**config.mk**
```make
export PLATFORM = sky130hd
export DESIGN_NAME = bracket_match_scanner
export DESIGN_NICKNAME = d
export VERILOG_FILES = /design/src/bms_pkg.sv /design/src/bms_front.sv /design/src/bms_queue.sv /design/src/bms_back.sv /design/src/bracket_match_scanner.sv
export SDC_FILE = /design/constraint.sdc
export NUM_CORES = 1
export LEC_CHECK = 0
export BUFFER_PORTS_ARGS = -buffer_cell sky130_fd_sc_hd__buf_2
export CELL_PAD_IN_SITES_DETAIL_PLACEMENT = 1
export CELL_PAD_IN_SITES_GLOBAL_PLACEMENT = 1
export CORE_MARGIN = 10
export CORE_UTILIZATION = 56
export CTS_BUF_LIST = sky130_fd_sc_hd__clkbuf_4 sky130_fd_sc_hd__clkbuf_8
export DETAILED_ROUTE_END_ITERATION = 10
export PLACE_DENSITY_LB_ADDON = 0.1
export SLEW_MARGIN = 25
export SYNTH_ARGS = -nofsm -noshare
export SYNTH_HDL_FRONTEND = slang
export SYNTH_SLANG_ARGS = --single-unit
```
**constraint.sdc**
```tcl
create_clock -name clk -period 7.6 [get_ports clk]
set_clock_uncertainty 0.15 [all_clocks]
set_input_delay 0 -clock clk [delete_from_list [all_inputs] [get_ports clk]]
set_output_delay 0 -clock clk [all_outputs]
set_load 0.01 [all_outputs]
```
**src/bms_pkg.sv**
```systemverilog
package bms_pkg;

	// field widths
	localparam int CP_W = 21;
	localparam int CNT_W = 20;
	localparam int PAIR_W = 2 * CP_W;
	localparam int CFG_IDX_W = 3;
	localparam int PCNT_W = 3;

	// bracket pair registers and the cap on pairs in use
	localparam int NUM_PAIR_REGS = 4;
	localparam int MAX_PAIRS = 4;
	localparam int PAIRS_LIMIT = (MAX_PAIRS < NUM_PAIR_REGS) ? MAX_PAIRS : NUM_PAIR_REGS;

	// nesting counter default width
	localparam int DEPTH_BITS_DEF = 16;

	// queue between front and back
	localparam int QUEUE_DEPTH = 2;
	localparam int QPTR_W = (QUEUE_DEPTH > 1) ? $clog2(QUEUE_DEPTH) : 1;
	localparam int QCNT_W = $clog2(QUEUE_DEPTH + 1);

	typedef enum logic [1:0] {
		CMD_START = 2'd0,
		CMD_CHAR  = 2'd1,
		CMD_END   = 2'd2,
		CMD_NONE  = 2'd3
	} cmd_t;

	typedef enum logic [2:0] {
		ST_SEARCH   = 3'd0,
		ST_NOT_AT   = 3'd1,
		ST_CORRECT  = 3'd2,
		ST_MISMATCH = 3'd3,
		ST_NO_MATCH = 3'd4,
		ST_IDLE     = 3'd5
	} status_t;

	typedef enum logic [CFG_IDX_W-1:0] {
		REG_PAIR_0     = 3'd0,
		REG_PAIR_1     = 3'd1,
		REG_PAIR_2     = 3'd2,
		REG_PAIR_3     = 3'd3,
		REG_PAIR_COUNT = 3'd4,
		REG_SCAN_LIMIT = 3'd5
	} reg_idx_t;

	typedef logic [NUM_PAIR_REGS-1:0][PAIR_W-1:0] pair_arr_t;

	typedef struct packed {
		cmd_t            command;
		logic [CP_W-1:0] code_point;
		logic            same_context;
	} in_item_t;

	typedef struct packed {
		status_t          status;
		logic             scan_backward;
		logic [CNT_W-1:0] offset;
	} out_item_t;

	// classified beat handed from front to back
	typedef struct packed {
		cmd_t            command;
		logic [CP_W-1:0] code_point;
		logic            same_context;
		logic            open_hit;
		logic            close_hit;
		logic            start_found;
		logic            start_backward;
		logic [CP_W-1:0] start_target;
	} cls_item_t;

	// reset values: ( ), { }, [ ] and an empty fourth pair
	localparam logic [PAIR_W-1:0] PAIR_0_RST = {21'h000028, 21'h000029};
	localparam logic [PAIR_W-1:0] PAIR_1_RST = {21'h00007B, 21'h00007D};
	localparam logic [PAIR_W-1:0] PAIR_2_RST = {21'h00005B, 21'h00005D};
	localparam logic [PAIR_W-1:0] PAIR_3_RST = '0;
	localparam logic [PCNT_W-1:0] PAIR_COUNT_RST = 3'd3;
	localparam logic [CNT_W-1:0] SCAN_LIMIT_RST = 20'd10000;
	localparam logic [CNT_W-1:0] CNT_MAX = '1;

endpackage

```
**src/bms_front.sv**
```systemverilog
module bms_front import bms_pkg::*; (
	input  logic                in_valid,
	output logic                in_ready,
	input  in_item_t            in_data,
	input  pair_arr_t           pairs,
	input  logic [PCNT_W-1:0]   pair_count,
	input  logic                q_full,
	output logic                push,
	output cls_item_t           push_item
);

	logic [PCNT_W-1:0]        n_used;
	logic [NUM_PAIR_REGS-1:0] open_hit;
	logic [NUM_PAIR_REGS-1:0] close_hit;
	logic [CP_W-1:0]          tgt_from_open;
	logic [CP_W-1:0]          tgt_from_close;

	// pairs in use, capped
	assign n_used = (pair_count > PCNT_W'(PAIRS_LIMIT)) ? PCNT_W'(PAIRS_LIMIT) : pair_count;

	// compare the code point against every pair half in parallel
	always_comb begin
		for (int i = 0; i < NUM_PAIR_REGS; i++) begin
			open_hit[i]  = (PCNT_W'(i) < n_used) &&
				(pairs[i][PAIR_W-1:CP_W] == in_data.code_point);
			close_hit[i] = (PCNT_W'(i) < n_used) &&
				(pairs[i][CP_W-1:0] == in_data.code_point);
		end
	end

	// lowest pair that hits wins
	always_comb begin
		tgt_from_open  = '0;
		tgt_from_close = '0;
		for (int i = NUM_PAIR_REGS - 1; i >= 0; i--) begin
			if (open_hit[i]) begin
				tgt_from_open = pairs[i][CP_W-1:0];
			end
			if (close_hit[i]) begin
				tgt_from_close = pairs[i][PAIR_W-1:CP_W];
			end
		end
	end

	// classified beat
	always_comb begin
		push_item.command        = in_data.command;
		push_item.code_point     = in_data.code_point;
		push_item.same_context   = in_data.same_context;
		push_item.open_hit       = |open_hit;
		push_item.close_hit      = |close_hit;
		push_item.start_found    = (|open_hit) || (|close_hit);
		push_item.start_backward = !(|open_hit);
		push_item.start_target   = (|open_hit) ? tgt_from_open : tgt_from_close;
	end

	assign in_ready = !q_full;
	assign push     = in_valid && in_ready;

endmodule

```
**src/bms_queue.sv**
```systemverilog
module bms_queue import bms_pkg::*; (
	input  logic      clk,
	input  logic      arst_n,
	input  logic      push,
	input  cls_item_t push_item,
	output logic      full,
	input  logic      pop,
	output logic      head_valid,
	output cls_item_t head_item
);

	cls_item_t         mem_q [QUEUE_DEPTH];
	logic [QPTR_W-1:0] wr_ptr_q;
	logic [QPTR_W-1:0] rd_ptr_q;
	logic [QCNT_W-1:0] count_q;

	assign full       = (count_q == QCNT_W'(QUEUE_DEPTH));
	assign head_valid = (count_q != '0);
	assign head_item  = mem_q[rd_ptr_q];

	// storage
	always_ff @(posedge clk) begin
		if (push) begin
			mem_q[wr_ptr_q] <= push_item;
		end
	end

	// pointers and fill count
	always_ff @(posedge clk or negedge arst_n) begin
		if (!arst_n) begin
			wr_ptr_q <= '0;
			rd_ptr_q <= '0;
			count_q  <= '0;
		end else begin
			if (push) begin
				wr_ptr_q <= (wr_ptr_q == QPTR_W'(QUEUE_DEPTH - 1)) ? '0 : wr_ptr_q + 1'b1;
			end
			if (pop) begin
				rd_ptr_q <= (rd_ptr_q == QPTR_W'(QUEUE_DEPTH - 1)) ? '0 : rd_ptr_q + 1'b1;
			end
			if (push && !pop) begin
				count_q <= count_q + 1'b1;
			end else if (pop && !push) begin
				count_q <= count_q - 1'b1;
			end
		end
	end

	a_no_push_full: assert property (@(posedge clk) disable iff (!arst_n)
		!(push && full)) else $error("push into full queue");
	a_no_pop_empty: assert property (@(posedge clk) disable iff (!arst_n)
		pop |-> head_valid) else $error("pop from empty queue");
	a_count_range: assert property (@(posedge clk) disable iff (!arst_n)
		count_q <= QCNT_W'(QUEUE_DEPTH)) else $error("queue count out of range");
	a_ptr_gap: assert property (@(posedge clk) disable iff (!arst_n)
		(count_q == '0) |-> (wr_ptr_q == rd_ptr_q)) else $error("empty queue with pointer gap");

endmodule

```
**src/bms_back.sv**
```systemverilog
module bms_back import bms_pkg::*; #(
	parameter int DEPTH_BITS = DEPTH_BITS_DEF
) (
	input  logic             clk,
	input  logic             arst_n,
	input  logic             head_valid,
	input  cls_item_t        head_item,
	output logic             pop,
	input  logic [CNT_W-1:0] scan_limit,
	output logic             out_valid,
	input  logic             out_ready,
	output out_item_t        out_data
);

	logic                  active_q;
	logic [CP_W-1:0]       target_q;
	logic                  backward_q;
	logic [DEPTH_BITS-1:0] depth_q;
	logic [CNT_W-1:0]      examined_q;
	logic                  out_valid_q;
	out_item_t             out_q;

	logic                  active_d;
	logic [CP_W-1:0]       target_d;
	logic                  backward_d;
	logic [DEPTH_BITS-1:0] depth_d;
	logic [CNT_W-1:0]      examined_d;
	status_t               status_d;
	logic                  own_hit;
	logic                  other_hit;

	// take a beat whenever the output register is free or being drained
	assign pop = head_valid && (!out_valid_q || out_ready);

	assign own_hit   = backward_q ? head_item.close_hit : head_item.open_hit;
	assign other_hit = backward_q ? head_item.open_hit : head_item.close_hit;

	// next search state and status for the head beat
	always_comb begin
		active_d   = active_q;
		target_d   = target_q;
		backward_d = backward_q;
		depth_d    = depth_q;
		examined_d = examined_q;
		status_d   = active_q ? ST_SEARCH : ST_IDLE;
		unique case (head_item.command)
			CMD_START: begin
				depth_d    = '0;
				examined_d = '0;
				target_d   = head_item.start_target;
				if (!head_item.start_found) begin
					active_d   = 1'b0;
					backward_d = 1'b0;
					status_d   = ST_NOT_AT;
				end else if (scan_limit == '0) begin
					active_d   = 1'b0;
					backward_d = head_item.start_backward;
					status_d   = ST_NO_MATCH;
				end else begin
					active_d   = 1'b1;
					backward_d = head_item.start_backward;
					status_d   = ST_SEARCH;
				end
			end
			CMD_END: begin
				if (active_q) begin
					active_d = 1'b0;
					status_d = ST_NO_MATCH;
				end
			end
			CMD_CHAR: begin
				if (active_q) begin
					// count saturates at all ones
					examined_d = (examined_q != CNT_MAX) ? examined_q + 1'b1 : examined_q;
					status_d   = ST_SEARCH;
					if (head_item.same_context && (head_item.code_point == target_q) &&
						(depth_q == '0)) begin
						active_d = 1'b0;
						status_d = ST_CORRECT;
					end else if (head_item.same_context && own_hit) begin
						if (depth_q != '1) begin
							depth_d = depth_q + 1'b1;
						end
					end else if (head_item.same_context && other_hit) begin
						if (depth_q != '0) begin
							depth_d = depth_q - 1'b1;
						end else begin
							active_d = 1'b0;
							status_d = ST_MISMATCH;
						end
					end
					// limit check only when still searching
					if (status_d == ST_SEARCH && scan_limit != CNT_MAX &&
						examined_d >= scan_limit) begin
						active_d = 1'b0;
						status_d = ST_NO_MATCH;
					end
				end
			end
			CMD_NONE: begin
				status_d = active_q ? ST_SEARCH : ST_IDLE;
			end
			default: begin
				status_d = active_q ? ST_SEARCH : ST_IDLE;
			end
		endcase
	end

	// search state and output register
	always_ff @(posedge clk or negedge arst_n) begin
		if (!arst_n) begin
			active_q    <= 1'b0;
			target_q    <= '0;
			backward_q  <= 1'b0;
			depth_q     <= '0;
			examined_q  <= '0;
			out_valid_q <= 1'b0;
		end else begin
			if (pop) begin
				active_q    <= active_d;
				target_q    <= target_d;
				backward_q  <= backward_d;
				depth_q     <= depth_d;
				examined_q  <= examined_d;
				out_valid_q <= 1'b1;
			end else if (out_ready) begin
				out_valid_q <= 1'b0;
			end
		end
	end

	// result payload
	always_ff @(posedge clk) begin
		if (pop) begin
			out_q.status        <= status_d;
			out_q.scan_backward <= backward_d;
			out_q.offset        <= examined_d;
		end
	end

	assign out_valid = out_valid_q;
	assign out_data  = out_q;

	a_pop_fills: assert property (@(posedge clk) disable iff (!arst_n)
		pop |=> out_valid_q) else $error("popped beat not presented");
	a_not_at_clean: assert property (@(posedge clk) disable iff (!arst_n)
		(out_valid_q && out_q.status == ST_NOT_AT) |->
		(out_q.offset == '0 && !out_q.scan_backward)) else $error("not_at_bracket with stale fields");
	a_end_clears: assert property (@(posedge clk) disable iff (!arst_n)
		(pop && (status_d == ST_CORRECT || status_d == ST_MISMATCH || status_d == ST_NO_MATCH ||
		status_d == ST_NOT_AT)) |=> !active_q) else $error("search left active after final status");
	a_search_active: assert property (@(posedge clk) disable iff (!arst_n)
		(pop && status_d == ST_SEARCH) |=> active_q) else $error("searching status while inactive");

endmodule

```
**src/bracket_match_scanner.sv**
```systemverilog
// Channel   Handshake             Payload      Moves
// in        in_valid / in_ready   in_item_t    command, code point, context flag
// out       out_valid / out_ready out_item_t   status, direction, offset (one per input beat)
// cfg       cfg_we                cfg_index    register write, cfg_data, no wait
//
// One beat a cycle sustained while out_ready stays high: the front classifies against the pair
// registers in the accept cycle, the back does the compare and counter update for each beat.
// Between input accept and result valid lie the queue write and the output register load.
// A two-entry queue between front and back lets input and output stall independently.
// Reset (arst_n, asynchronous) clears the search state and loads the default bracket set.
module bracket_match_scanner import bms_pkg::*; #(
	parameter int DEPTH_BITS = DEPTH_BITS_DEF
) (
	input  logic                 clk,
	input  logic                 arst_n,
	input  logic                 in_valid,
	output logic                 in_ready,
	input  in_item_t             in_data,
	output logic                 out_valid,
	input  logic                 out_ready,
	output out_item_t            out_data,
	input  logic                 cfg_we,
	input  logic [CFG_IDX_W-1:0] cfg_index,
	input  logic [PAIR_W-1:0]    cfg_data
);

	pair_arr_t         pair_q;
	logic [PCNT_W-1:0] pair_count_q;
	logic [CNT_W-1:0]  scan_limit_q;

	logic      push;
	cls_item_t push_item;
	logic      q_full;
	logic      pop;
	logic      head_valid;
	cls_item_t head_item;

	// configuration registers
	always_ff @(posedge clk or negedge arst_n) begin
		if (!arst_n) begin
			pair_q[0]    <= PAIR_0_RST;
			pair_q[1]    <= PAIR_1_RST;
			pair_q[2]    <= PAIR_2_RST;
			pair_q[3]    <= PAIR_3_RST;
			pair_count_q <= PAIR_COUNT_RST;
			scan_limit_q <= SCAN_LIMIT_RST;
		end else if (cfg_we) begin
			unique case (reg_idx_t'(cfg_index))
				REG_PAIR_0:     pair_q[0] <= cfg_data;
				REG_PAIR_1:     pair_q[1] <= cfg_data;
				REG_PAIR_2:     pair_q[2] <= cfg_data;
				REG_PAIR_3:     pair_q[3] <= cfg_data;
				REG_PAIR_COUNT: pair_count_q <= cfg_data[PCNT_W-1:0];
				REG_SCAN_LIMIT: scan_limit_q <= cfg_data[CNT_W-1:0];
				default: begin
				end
			endcase
		end
	end

	bms_front u_front (
		.in_valid   (in_valid),
		.in_ready   (in_ready),
		.in_data    (in_data),
		.pairs      (pair_q),
		.pair_count (pair_count_q),
		.q_full     (q_full),
		.push       (push),
		.push_item  (push_item)
	);

	bms_queue u_queue (
		.clk        (clk),
		.arst_n     (arst_n),
		.push       (push),
		.push_item  (push_item),
		.full       (q_full),
		.pop        (pop),
		.head_valid (head_valid),
		.head_item  (head_item)
	);

	bms_back #(
		.DEPTH_BITS (DEPTH_BITS)
	) u_back (
		.clk        (clk),
		.arst_n     (arst_n),
		.head_valid (head_valid),
		.head_item  (head_item),
		.pop        (pop),
		.scan_limit (scan_limit_q),
		.out_valid  (out_valid),
		.out_ready  (out_ready),
		.out_data   (out_data)
	);

endmodule

```
==> metrics.md, run 1 <==
| Metric | Value |
|---|---|
| Area grow syn2layout | `15.9%` |
| Sw Share | `36.5%` |
| Depth of the worst hold-timing path | `4` |
| Clock power frac | `27.7%` |
| Syn Area/Cell | `11.1 µm²` |
| CTS root buf | `clkbuf_8` |
| FF+latch area | `between 10,000 and 15,000 µm²` |
| Final wirelength | `67,800 µm` |
| Max Cap Violations | `0` |
| Largest net degree at the start of global routing | `163` |
| Antenna violations before repair | `1` |
| Clk sinks | `377` |
| Most frequently used flop master after synthesis | `dfrtp_1` |
| Die Y | `209 µm` |
| Sequential area share after synthesis | `between 50% and 60%` |
| Core ar. | `35,500 µm²` |
| Remaining global-route overflow | `0` |
| Global-route wire length before repair | `105,000 µm` |
| Setup violations, final | `0` |
| Area of the multi-input gates | `between 9000 and 10,000 µm²` |
| Wire per inst | `27.2 µm` |
| Power Dens Cells | `between 300 and 400 nW/µm²` |
| Number of synthesis warnings | `0` |
| Max Buffers Root-to-Sink | `3` |
| Crit path capture type | `register` |
| Worst slew pin tran | `1.09 ns` |
| Peak Freq | `0.207 GHz` |
| Setup repair after global routing missed its margin | `no` |
| Share of flip-flops with an asynchronous set or reset | `67.6%` |
| HP Class | `in2reg` |
| Placed cell area | `roughly 21,000 µm²` |
| Status | `completed` |
| Setup TNS Final | `0 ns` |
| Seq pwr share | `41.3%` |
| Maximum vdd drop | `0.324 mV` |
| Port-buffer cells | `between 90 and 100` |
| Nets | `2,095` |
| Syn Nets | `1,932` |
| P_sw | `between 0.002 and 0.003 W` |
| Worst R2R End | `u_back.depth_q[14]$_DFFE_PN0P_` |
| Top post-synthesis cells by area | `dfrtp_1, edfxtp_1, mux2_2` |
| Register bit total from synthesis | `377` |
| RR Startpoint | `u_queue.rd_ptr_q$_DFFE_PN0P_` |
| Filler cells | `3,640` |
| Num rows | `between 60 and 70` |
| Vias per cell | `6.33` |
| Layout cells sized above 1 | `between 20% and 30%` |
| EDFF count, synth | `122` |
| Pre-Repair DR Iteration Count | `5` |
| Gate Count Post-Synth | `1,817` |
| Final instance area | `23,300 µm²` |
| Critical Path RT | `7.96 ns` |
| Worst Hold Endpoint | `pair_q[25]$_DFFE_PN0P_` |
| Clock transition at path regs | `0.06 ns` |
| Drt drc | `0` |
| CP max FO | `52` |
| Vias in the first global route | `between 15k and 20k` |
| Detail Route Antenna Nets | `0` |
| Leakage | `around 9.5 nW` |
| Synth cell types | `69` |
| Placer Congestion | `0.917` |
| Number of DRC markers in iteration 0 | `1,326` |
| Clk Latency, worst-skew pair | `0.63 ns` |
| Int Power | `0.00479 W` |
| Worst Hold Launch | `cfg_data[25]` |
| Final worst-path cycle share | `63.7%` |
| CP Launch Type | `register` |
| Register-to-Register Path Depth | `12` |
| Yosys top cell by area | `dfrtp_1` |
| Most common cell after layout, fill and taps aside | `dfrtp_1` |
| Crit Path Category | `reg2reg` |
| HPWL Detailed | `42,800 µm` |
| Max Slew Vio Count | `0` |
| Logic gate share of total power | `31.0%` |
| Top Ports | `100` |
| H-tree depth | `3` |
| Flop2flop setup slack | `2.76 ns` |
| Synthesized area | `20,100 µm²` |
| Final Hold Viols | `0` |
| WP data arrival | `around 5.2 ns` |
| Die Area | `43,900 µm²` |
| CTS tree | `yes` |
| Ant diodes | `0` |
| TritonCTS Buffers | `between 60 and 70` |
| Final Critical Period | `4.84 ns` |
| Relative slew slack | `a little over a quarter` |
| Tot GR Track Use | `30.6%` |
| Via count | `15.8k` |
| Share of the synthesized area in the top cell type | `27.5%` |
| Die X | `209 µm` |
| Initial Utilization | `between 50% and 60%` |
| Most frequent cells in the layout | `dfrtp_1, mux2_2, nand2_1` |
## through the flow
step / hold WS, ns / cells / utilization (%) / setup WS (ns) / total power [W]
after floorplan: -0.446 / 1817 / - / 3.63 / 0.00462
after global placement: -0.0665 / 2292 / 59.2 / 2.99 / 0.00523
after detailed placement: -0.0532 / 2292 / 59.3 / 2.78 / 0.00538
after CTS: 0.00388 / 2496 / 65.6 / 2.73 / 0.00750
after global routing: 0.0372 / 2496 / 65.6 / 2.50 / 0.00795
final: 0.0274 / 2496 / 65.6 / 2.76 / 0.00755
## layer usage
| layer | track usage [%] | wire length [µm] |
|---|---|---|
| met3 | 5.49 | 4410 |
| met4 | 16.7 | 3770 |
| met5 | 0 | 0 |
| met1 | 36.9 | 26500 |
| met2 | 51.2 | 33200 |
## worst max-delay path, cell delays in order, from the launching register on
cell and delay, ns:
dfrtp_2 0.39, buf_4 0.67, mux4_2 0.62, nand2_1 0.56, ha_1 0.40, nor2b_1 0.15, o21ai_0 0.21, a21oi_1 0.12
o41ai_1 0.56, o211ai_1 0.27, mux2i_1 0.21, a21oi_1 0.08, mux2_2 0.27
## cell usage after synthesis, types with 6 or more instances
master     number
ha_1           40
dfrtp_1       221
xor2_1        114
nand4_1        40
a31oi_1         7
o21ai_0        88
inv_1          79
a21oi_1        76
o211a_1        20
nor3b_1         6
edfxtp_1      122
o2bb2ai_1      20
nor4_1         43
clkbuf_1       95
a22o_1         13
xnor2_1       104
nor2b_1         6
and3_1         11
nand2_1       125
nor2_1        100
dfstp_2        34
mux2i_1        73
a21o_1         14
mux2_2        176
nor3_1         19
nand3_1        52
o22ai_1        28
buf_2           7
## registers in the layout, indices dropped and copies added, names as in the netlist, 2 cells and up
name,count
u_back.target_q,21
u_queue.mem_q,98
u_back.examined_q,20
u_back.depth_q,16
pair_q,168
u_back.out_data,24
pair_count_q,3
u_queue.count_q,2
scan_limit_q,20
## final cells by class
| type | count | share of cell area, % |
|---|---|---|
| sequential | 377 | 43.3 |
| multi-input combinational | 1250 | 40.2 |
| timing repair buffer | 204 | 6.54 |
| clock buffer | 99 | 5.29 |
| tap | 461 | 2.48 |
| inverter | 80 | 1.29 |
| clock inverter | 25 | 0.919 |
## power by group through the flow
stage	combinational, W	sequential [W]	clock [W]
after floorplan	0.00163	0.00299	0
after global placement	0.00215	0.00308	0
after detailed placement	0.00225	0.00313	0
after CTS	0.00232	0.00310	0.00209
after global routing	0.00257	0.00316	0.00221
final	0.00234	0.00312	0.00209
## worst max path at each step
stage	start	endpoint	slack, ns	depth (start not counted)
after floorplan	u_back.examined_q[7]$_DFFE_PN0P_	u_back.out_data[23]$_DFFE_PP_	3.63	18
after global placement	u_queue.rd_ptr_q$_DFFE_PN0P_	u_back.depth_q[14]$_DFFE_PN0P_	2.99	12
after detailed placement	u_queue.rd_ptr_q$_DFFE_PN0P_	u_back.depth_q[14]$_DFFE_PN0P_	2.78	12
after CTS	u_queue.rd_ptr_q$_DFFE_PN0P_	u_back.depth_q[14]$_DFFE_PN0P_	2.73	12
after global routing	u_queue.rd_ptr_q$_DFFE_PN0P_	u_back.depth_q[14]$_DFFE_PN0P_	2.50	12
final	u_queue.rd_ptr_q$_DFFE_PN0P_	u_back.depth_q[14]$_DFFE_PN0P_	2.76	12
## kinds of logic (layout without fill, tap and decap cells)
group | after synthesis | count (layout) | share of synthesized area [%]
adder cells (fa/ha/maj) | 41 | 41 | 2.59
XOR/XNOR | 219 | 219 | 9.58
flip-flops | 377 | 377 | 50.2
buffers and inverters | 190 | 408 | 3.68
AO/OA/AOI/OAI | 304 | 304 | 9.67
multiplexers | 250 | 250 | 13.6
AND/OR/NAND/NOR | 436 | 436 | 10.7
## repair_timing
action,4_1_cts,5_1_grt
setup buffers,0,0
gates resized for setup,0,0
hold endpoints to repair,346,0
hold buffers,80,0
Power figures use the tool's default switching activity.
==> run 2, diff against run 1 <==
Settings changed: CORE_UTILIZATION 56 to 47.
Clock period 7.6 ns to 4.1 ns, I/O delays scaled along.
==> run 2 against run 1 <==
Effect of this change:
- first-iteration DRC count fell by 18%
- critical path depth rose by 3
- flip-flop and latch count did not move
- clock power rose by 73%
- worst setup slack got worse by 2.6 ns
- clock-buffer cell count rose by 6
- non-clock buffer count rose by 54
- utilization fell by 9.2 points
- register-to-register slack got worse by 2.6 ns
- cell count rose by 5.2%
- combinational power rose by 86%
- largest cell class unchanged
==> metrics.md, run 2 (synthesis results as in run 1) <==
| Metric | Value |
|---|---|
| Status | `completed` |
| CTS root buf | `clkbuf_8` |
| Core ar. | `42,100 µm²` |
| Int Power | `0.00881 W` |
| Number of DRC markers in iteration 0 | `1,085` |
| Drt drc | `0` |
| H-tree depth | `3` |
| Via count | `15.4k` |
| Max Cap Violations | `0` |
| Top Ports | `100` |
| Clk sinks | `377` |
| Logic gate share of total power | `31.8%` |
| Final Hold Viols | `0` |
| Most common cell after layout, fill and taps aside | `dfrtp_1` |
| Wire per inst | `25.1 µm` |
| Reg with most FFs | `pair_q` |
| Global-route wire length before repair | `101,000 µm` |
| Hold Slack | `approximately 0.023 ns` |
| WP data arrival | `4.19 ns` |
| Most frequent cells in the layout | `dfrtp_1, mux2_2, nand2_1` |
| Worst R2R End | `u_back.out_data[23]$_DFFE_PP_` |
| RR Startpoint | `u_back.examined_q[8]$_DFFE_PN0P_` |
| Final worst-path cycle share | `96.8%` |
| Area of the multi-input gates | `9400 µm²` |
| Die Y | `~230 µm` |
| Leakage | `9.81 nW` |
| Relative slew slack | `32.3%` |
| Crit path capture type | `register` |
| Die Area | `51,400 µm²` |
| Final core utilization | `roughly 56%` |
| HPWL Detailed | `46,100 µm` |
| HP Class | `in2reg` |
| Num rows | `75` |
| Pre-Repair DR Iteration Count | `5` |
| Final Critical Period | `3.97 ns` |
| Maximum vdd drop | `0.268 mV` |
| Max reg flops | `168` |
| Critical Path Sink | `u_back.out_data[23]$_DFFE_PP_` |
| Peak Freq | `0.252 GHz` |
| Area grow syn2layout | `18.4%` |
| CTS tree | `yes` |
| Seq pwr share | `about two fifths` |
| CP max FO | `7` |
| Worst slew pin tran | `approximately 1.0 ns` |
| Detail Route Antenna Nets | `0` |
| Crit Path Category | `reg2reg` |
| Vias per cell | `5.85` |
| Setup repair after global routing missed its margin | `yes` |
| CP Launch Type | `register` |
| Critical Path RT | `~4.3 ns` |
| Clock power frac | `26.4%` |
| Vias in the first global route | `16.4k` |
| Antenna violations before repair | `0` |
| FF+latch area | `~10,000 µm²` |
| Clk Latency, worst-skew pair | `0.65 ns` |
| Remaining global-route overflow | `0` |
| Register-to-Register Path Depth | `15` |
| Flop2flop setup slack | `0.13 ns` |
| TritonCTS Buffers | `69` |
| Max Slew Vio Count | `0` |
| Port-buffer cells | `99` |
| Nets | `2,151` |
| Ant diodes | `0` |
| Placer Congestion | `0.909` |
| Largest net degree at the start of global routing | `73` |
| Max Buffers Root-to-Sink | `3` |
| Layout cells sized above 1 | `about a quarter` |
| Setup TNS Final | `0 ns` |
| Die X | `227 µm` |
| Initial Utilization | `47.7%` |
| Tot Pwr | `0.0137 W` |
| Setup violations, final | `0` |
| Critical path startpoint | `u_back.examined_q[8]$_DFFE_PN0P_` |
| Power Dens Cells | `575 nW/µm²` |
| Final wirelength | `66,000 µm` |
| Sw Share | `35.7%` |
| P_sw | `0.00488 W` |
| Filler cells | `4,471` |
| Clock transition at path regs | `roughly 0.06 ns` |
| Tot GR Track Use | `26.0%` |
## run 2: critical path, cell delays in order (launching register included)
cell and delay (ns):
dfrtp_1 0.37, nand3_2 0.08, or4_4 0.55, or4b_4 0.55, and2_4 0.20, nand2_2 0.09, xnor2_2 0.07, ha_1 0.32
a21o_1 0.17, a21o_1 0.16, a21oi_2 0.11, o211ai_1 0.09, a211o_1 0.36, a21oi_4 0.21, or4_4 0.15, a22oi_2 0.06
## run 2: worst min path at each step
| stage | from | to | slack, ns | depth (start not counted) |
|---|---|---|---|---|
| CTS | cfg_data[28] | pair_q[112]$_DFFE_PN0P_ | 0.0003 | 3 |
| global route | in_data[7] | u_queue.mem_q[0][32]$_DFFE_PP_ | 0.03 | 2 |
| detailed placement | arst_n | u_back.examined_q[10]$_DFFE_PN0P_ | -0.08 | 1 |
| finish | cfg_data[25] | pair_q[25]$_DFFE_PN0P_ | 0.02 | 4 |
| global placement | arst_n | u_back.examined_q[8]$_DFFE_PN0P_ | -0.08 | 1 |
| floorplan | arst_n | pair_count_q[2]$_DFFE_PN0P_ | -0.45 | 0 |
## run 2: per-layer routing
layer | wire length (µm) | global-route usage, % | up-vias
li1 | - | - | 6965
met1 | 28100 | 32.7 | 7855
met2 | 32100 | 43.5 | 385
met3 | 2990 | 4.21 | 149
met4 | 2810 | 10.9 | 0
met5 | 0 | 0 | -
## run 2: power groups by stage
stage	logic [W]	clock network [W]	registers, W
5_1_grt	0.00481	0.00385	0.00582
4_1_cts	0.00436	0.00369	0.00571
6_report	0.00436	0.00361	0.00572
2_1_floorplan	0.00301	0	0.00555
3_3_place_gp	0.00411	0	0.00571
3_5_place_dp	0.00425	0	0.00577
## run 2: area by class of cell
| cell class | count | area share (%) |
|---|---|---|
| clock buffers | 105 | 5.39 |
| clock inverters | 17 | 0.368 |
| inverters | 80 | 1.26 |
| multi-input cells | 1250 | 39.5 |
| flip-flops and latches | 377 | 42.4 |
| well taps | 539 | 2.83 |
| repair buffers | 258 | 8.22 |
## run 2: what timing repair did
item	CTS	global route
buffers inserted	0	2
endpoints found under the setup margin	1	1
gates resized for setup	1	9
hold endpoints to repair	441	0
hold buffers	86	0
pin swaps	0	17
## run 2: through the flow
stage | area, µm² | instances | setup slack (ns)
detailed placement | 21500 | 2416 | -0.00422
finish | 23800 | 2626 | 0.131
CTS | 23700 | 2624 | 0.0486
global placement | 21500 | 2416 | 0.0930
global route | 23800 | 2626 | -0.00774
floorplan | 20100 | 1817 | 0.132
==> run 3, diff against run 2 <==
Settings changed: RECOVER_POWER set to 100.
==> run 3 against run 2 <==
Effect of this change:
- the run now ends with capacitance limit, slew limit left
- sequential power about the same
- utilization decreased by 0.49 points
- via count about the same
- hold slack about the same
- clock power about the same
- wire length about the same
- first-iteration DRC count increased by 2.9%
- clock-buffer cell count unchanged
- flip-flop and latch count unchanged
- sequential share of layout area increased by 0.36 points
- largest cell class unchanged
- highest routed layer unchanged
==> metrics.md, run 3 (synthesis results as in run 1) <==
| Metric | Value |
|---|---|
| Status | `complete, but fails checks` |
| Failing checks | `capacitance limit, slew limit` |
| Max Cap Violations | `7` |
| Final Hold Viols | `0` |
| Core ar. | `42,100 µm²` |
| Worst slew pin tran | `3.21 ns` |
| Clk Latency, worst-skew pair | `0.64 ns` |
| Port-buffer cells | `99` |
| Area grow syn2layout | `17.3%` |
| Vias per cell | `5.85` |
| CTS root buf | `clkbuf_8` |
| Critical Path Sink | `u_back.out_data[23]$_DFFE_PP_` |
| Antenna violations before repair | `0` |
| Clock transition at path regs | `0.06 ns` |
| Depth of the worst hold-timing path | `4` |
| Num rows | `75` |
| TritonCTS Buffers | `69` |
| Max Buffers Root-to-Sink | `3` |
| Tot GR Track Use | `approximately a quarter` |
| RR Startpoint | `u_back.examined_q[8]$_DFFE_PN0P_` |
| Layout cells sized above 1 | `22.0%` |
| Top Ports | `100` |
| Initial Utilization | `47.7%` |
| Die Area | `~51,000 µm²` |
| Leakage | `9.59 nW` |
| HPWL Detailed | `between 40,000 and 50,000 µm` |
| Critical Path RT | `4.32 ns` |
| HP Class | `in2reg` |
| CP Launch Type | `register` |
| Placed insts | `2,416` |
| Layout Cells excl Fill | `2,626` |
| Most common cell after layout, fill and taps aside | `dfrtp_1` |
| Nets | `2,151` |
| Crit Path Category | `reg2reg` |
| Maximum vdd drop | `0.269 mV` |
| Final Critical Period | `3.96 ns` |
| Reg with most FFs | `pair_q` |
| Die Y | `227 µm` |
| Peak Freq | `0.253 GHz` |
| Placer Congestion | `0.909` |
| Clk sinks | `377` |
| Flop2flop setup slack | `about 0.14 ns` |
| Via count | `15.4k` |
| CP max FO | `7` |
| WP data arrival | `4.17 ns` |
| Wire per inst | `25.1 µm` |
| Global-route wire length before repair | `101,000 µm` |
| Setup repair after global routing missed its margin | `yes` |
| Vias in the first global route | `16.4k` |
| Final worst-path cycle share | `96.5%` |
| Pre-Repair DR Iteration Count | `5` |
| Worst R2R End | `u_back.out_data[23]$_DFFE_PP_` |
| Final wirelength | `approximately 66,000 µm` |
| Detail Route Antenna Nets | `0` |
| Die X | `approximately 230 µm` |
| Most frequent cells in the layout | `dfrtp_1, mux2_2, nand2_1` |
| Setup TNS Final | `0 ns` |
| Ant diodes | `0` |
| Power Dens Cells | `578 nW/µm²` |
| Drt drc | `0` |
| Critical path startpoint | `u_back.examined_q[8]$_DFFE_PN0P_` |
| Register-to-Register Path Depth | `15` |
| Remaining global-route overflow | `0` |
| CTS tree | `yes` |
| Relative slew slack | `-114%` |
| H-tree depth | `3` |
| Number of DRC markers in iteration 0 | `1,116` |
| Crit path capture type | `register` |
| Setup violations, final | `0` |
| Max reg flops | `168` |
| Max Slew Vio Count | `304` |
| Largest net degree at the start of global routing | `73` |
## run 3: critical path, stage by stage (launching register included)
cell      delay, ns
dfrtp_1        0.37
nand3_2        0.08
or4_4          0.55
or4b_4         0.55
and2_4         0.20
nand2_2        0.09
xnor2_2        0.07
ha_1           0.31
a21o_1         0.17
a21o_1         0.16
a21oi_2        0.11
o211ai_1       0.09
a211o_1        0.36
a21oi_4        0.21
or4_4          0.16
a22oi_2        0.06
## run 3: power by group
part | internal [W] | switching, W | leakage (nW) | total, W
combinational | 0.00182 | 0.00248 | 4.63 | 0.00430
sequential | 0.00495 | 0.000778 | 4.24 | 0.00573
clock | 0.00199 | 0.00162 | 0.717 | 0.00361
total | 0.00876 | 0.00488 | 9.59 | 0.0136
## run 3: timing repair
action | 4_1_cts | 5_1_grt
pin swaps | 0 | 17
hold buffers | 86 | 0
endpoints found under the setup margin | 1 | 1
gates resized for setup | 1 | 9
buffers inserted | 0 | 2
endpoints found under the hold margin | 441 | 0
## run 3: through the flow
step	setup WS, ns	util (%)	hold WS, ns	total power, W	area (µm²)
6_report	0.144	56.0	0.0230	0.0136	23600
5_1_grt	-0.00774	56.0	0.0527	0.0144	23600
4_1_cts	0.0486	56.3	0.000319	0.0138	23700
3_5_place_dp	-0.00422	51.0	-0.0804	0.0100	21500
3_3_place_gp	0.0930	51.0	-0.0826	0.00982	21500
2_1_floorplan	0.132	-	-0.446	0.00856	20100
## run 3: cell type report
cell class,count,area [µm²]
well taps,539,674
flip-flops and latches,377,10100
clock inverters,17,87.6
repair buffers,258,1780
multi-input cells,1250,9370
clock buffers,105,1280
fillers,4511,18500
inverters,80,300
## run 3: worst min path at each step
stage                      start  slack, ns                           endpoint
floorplan                 arst_n      -0.45        pair_count_q[2]$_DFFE_PN0P_
global placement          arst_n      -0.08   u_back.examined_q[8]$_DFFE_PN0P_
detailed placement        arst_n      -0.08  u_back.examined_q[10]$_DFFE_PN0P_
CTS                 cfg_data[28]     0.0003            pair_q[112]$_DFFE_PN0P_
global route        cfg_data[25]       0.05             pair_q[25]$_DFFE_PN0P_
finish              cfg_data[25]       0.02             pair_q[25]$_DFFE_PN0P_
## run 3: metal layers
layer	wire [µm]	track usage [%]	part of all wire, %	vias up
met5	0	0	0	-
met4	2680	10.9	4.1	0
met3	2830	4.21	4.3	142
met2	32300	43.5	49	393
li1	-	-	-	6965
met1	28200	32.7	43	7857
